==> config.mk <==
export PLATFORM = sky130hd
export DESIGN_NAME = pngunf_ram
export DESIGN_NICKNAME = d
export VERILOG_FILES = /design/src/rtl/core/assert_macros.svh /design/src/rtl/core/pngunf_ram.sv
export SDC_FILE = /design/constraint.sdc
export NUM_CORES = 2
export LEC_CHECK = 0
export BUFFER_PORTS_ARGS = -buffer_cell sky130_fd_sc_hd__buf_2
export CORE_ASPECT_RATIO = 0.5
export CORE_UTILIZATION = 55
export DETAILED_ROUTE_END_ITERATION = 8
export PLACE_DENSITY = 0.73
export SETUP_SLACK_MARGIN = 0.05
export SLEW_MARGIN = 20
export SYNTH_ARGS = -nofsm -noshare
export SYNTH_HDL_FRONTEND = slang
export SYNTH_SLANG_ARGS = --single-unit
==> constraint.sdc <==
create_clock -name clk -period 5.8 [get_ports clk]
set_input_delay 0.29 -clock clk [delete_from_list [all_inputs] [get_ports clk]]
set_output_delay 0.29 -clock clk [all_outputs]
set_load 0.02 [all_outputs]
==> src/rtl/core/assert_macros.svh <==
// Assertion macros shared by the RTL of the unfilter block
`ifndef ASSERT_MACROS_SVH
`define ASSERT_MACROS_SVH

// Property checked on every rising clock edge outside reset
`define PU_ASSERT(label, prop, msg) \
	label: assert property (@(posedge clk) disable iff (!arst_n) (prop)) else $error(msg);

// Antecedent in one cycle implies consequent in the next
`define PU_ASSERT_NEXT(label, ante, cons, msg) \
	label: assert property (@(posedge clk) disable iff (!arst_n) (ante) |=> (cons)) \
		else $error(msg);

`endif

==> src/rtl/core/pngunf_ram.sv <==
// Generic single-write, single-read RAM with registered read data
`default_nettype none

module pngunf_ram #(
	parameter int WIDTH = 8,
	parameter int DEPTH = 256
) (
	input  wire logic                     clk,
	input  wire logic                     we,
	input  wire logic [$clog2(DEPTH)-1:0] waddr,
	input  wire logic [WIDTH-1:0]         wdata,
	input  wire logic                     re,
	input  wire logic [$clog2(DEPTH)-1:0] raddr,
	output      logic [WIDTH-1:0]         rdata
);

	logic [WIDTH-1:0] mem [DEPTH];

	always_ff @(posedge clk) begin
		if (we)
			mem[waddr] <= wdata;
		if (re)
			rdata <= mem[raddr];
	end

endmodule

`default_nettype wire
==> results_dict.tcl <==
set metrics [dict create \
    crit_slowest_cell "a211oi_1" \
    grt_usage_pct 25.9 \
    finalMaxSlewViolations 0 \
    drt-vias-per-instance 6.63 \
    slew_headroom_pct 19.0 \
    cp_max_fo 58 \
    cts_resized 0 \
    ys_warn_count 0 \
    clk_pin_slew_worst_paths_ns 0.07 \
    core_region_area_mm2 0.143 \
    synth-edff-count 2056 \
    vias 38700 \
    crit_path_cell_trace "buf_8 -> buf_12 -> buf_12 -> mux4_2 -> a22o_1 -> a221oi_1 -> o221ai_1 -> a211oi_1 -> nor4_1" \
    final_nets 3826 \
    synthCells 3733 \
    crit_family "compound AO/OA/AOI/OAI gates" \
    max_slew.worst_pin.slew_ns 1.21 \
    power_per_cell_area_mw_per_mm2 333 \
    final.setup_skew_ns 0.0387 \
    cap_viol_max_count 0 \
    synthDistinctLibCells 54 \
    cp_slowest_stage_delay_ns 0.82 \
    outcome "complete, no violations" \
    synth.most_common_cell "edfxtp_1" \
    clock_latency_ns 0.81 \
    syn_area_mm2 0.0796 \
    drt_first_pass_iters 6 \
    synth_fp_nets 3760 \
    die_x_um 540 \
    wire_per_inst_um 32.1 \
    vdd_drop_max_mv 0.274 \
    numClockSinks 2056 \
    seq_area_frac_synth_pct 77.5 \
    fin_tns_setup_ns 0 \
    async_flop_share_pct 0 \
    leakage_nw 26.5 \
    drc 0 \
    multiInputGateArea_mm2 0.0166 \
    place_area_mm2 0.0818 \
    grt_pass1_wl_um 270000 \
    hp-class "in2reg" \
    grt_max_degree 193 \
    dp_cells 5521 \
    worstHoldStart "wdata[1]" \
    crit_path_end_kind "flip-flop" \
    crit_start "raddr[0]" \
    cp_common_cell "buf_12" \
    grt-ovfl-total 0 \
    num_rows 98 \
    yosysTopAreaCell "edfxtp_1" \
    rsz0062_at_grt "false" \
    hpwl_um 113000 \
    ios 35 \
    synth_top_area_share_pct 77.5 \
    finalWirelength_um 188000 \
    finalCritPeriodShare_pct 59.9 \
    instances_no_fill 5836 \
    place_congestion 0.879 \
    crit_buf_inv 3 \
    max_freq_mhz 288 \
    fillCellCount 9539 \
    synth_common_cells "2056 x edfxtp_1, 454 x mux4_2, 282 x nor2_1" \
    die_area_mm2 0.146 \
    cts-htree-levels 4 \
    fp.dieH_um 271 \
    grt_pass1_vias 38800 \
    yosys_register_bits 2056 \
    crit_type "in2reg" \
    start_util_pct 55.6 \
    portBuffers 34 \
    start_kind "input port" \
    period_minus_slack_ns 3.47 \
    setup_viol 0 \
    cts_tree "built" \
    clockBufferDepth 3 \
    drive_gt1_share_pct 21.2 \
    antenna_found_initial 14 \
    cp.required_ns 6.32 \
    regToRegStartpoint "mem[27][5]" \
    postLayoutCellArea_mm2 0.0871 \
    cts_buffers 173 \
    cts-root-buf "clkbuf_16" \
    hold_viol_final 0 \
    avgSynthCellArea_um2 21.3 \
    synth_ff_type "edfxtp_1" \
    drt.antenna.violating_nets 0 \
    area_growth_pct 9.41 \
    arrival_ns 4.00 \
    synthTopCellsByArea "edfxtp_1 78%, mux4_2 13%, mux2i_1 1.7%" \
    regArea_mm2 0.0617 \
    drt_iter0_drc 5611 \
]
-- registers in the layout, indices dropped and copies added (netlist names) --
register  flops
rdata         8
mem        2048
-- final timing paths --
check                             endpoint  slack, ns  cells past startpoint
worst max-delay path              rdata[5]       2.33                      9
worst min-delay path            mem[11][1]       0.05                      1
worst max register to register    rdata[5]       2.88                      6
worst min register to register    rdata[3]       1.17                      6
-- per-stage QoR --
step | utilization [%] | power, mW | setup slack, ns | hold WS, ns
floorplan | - | 17.5 | 3.43 | 0.389
global placement | 57.0 | 18.1 | 1.23 | 0.771
detailed placement | 57.1 | 18.2 | 1.36 | 0.772
CTS | 60.8 | 29.0 | 2.19 | 0.0262
global route | 60.8 | 29.7 | 2.12 | 0.0552
finish | 60.8 | 29.0 | 2.33 | 0.0540
-- routing by layer --
metal	share of wire [%]	vias to the layer above	routed length, um	track usage (%)
met5	0.049	-	92	0
met4	3.0	12	5630	8.15
met3	12	354	22100	7.57
met2	47	2280	88400	39.8
met1	38	20300	71400	36.3
li1	-	15800	-	-
-- layout make-up --
| type | instances | share of cell area, % |
|---|---|---|
| multi-input cells | 1442 | 19.0 |
| well taps | 1900 | 2.73 |
| diodes | 3 | 0.00862 |
| flip-flops and latches | 2056 | 70.9 |
| repair buffers | 124 | 1.32 |
| clock inverters | 86 | 0.752 |
| clock buffers | 223 | 5.31 |
| inverters | 2 | 0.00862 |
-- what timing repair did --
action	CTS	global route
buffers inserted	0	0
hold endpoints to repair	12	0
hold buffers	2	0
-- worst reg2reg max path: cells and delay by family, from the launching register on --
kind	cells	cell delay [ns]
AO/OA/AOI/OAI	4	1.66
multiplexers	1	0.50
flip-flops	1	0.38
AND/OR/NAND/NOR	1	0.11
-- placed cells by master (no fill, tap or decap), drive strengths merged, types with 3 or more instances in the layout --
cell     Yosys  final
a2111oi      5      5
edfxtp    2056   2056
inv          1      7
nor2       282    282
o22a         5      5
nand4       10     10
a221oi      14     14
a211oi      16     16
o32ai        5      5
nor4        27     27
nand2b       8      8
mux2i      134    134
clkbuf     111    231
diode        0      3
o211ai      10     10
a22o         8      8
or2          4      4
buf        122    114
mux4       456    456
o21ai       12     12
o22ai       28     28
and2         6      6
clkinv       1     71
nand3       34     34
o221ai      47     47
a22oi      133    133
bufinv       0      9
nand2       33     33
nor3        22     22
nor2b       31     31
a21oi       96     96
-- report_power, final --
group	total (mW)	internal, mW	switching, mW
clock	11.1	6.02	5.12
combinational	1.44	0.485	0.957
sequential	16.4	16.4	0.0220
total	29.0	22.9	6.10
-- cell families after synthesis --
group	synth area share (%)
buf+inv	1.83
simple gates	2.63
mux	14.6
compound gates	3.42
flops	77.5
No activity file was read; power rests on OpenSTA's default activity.
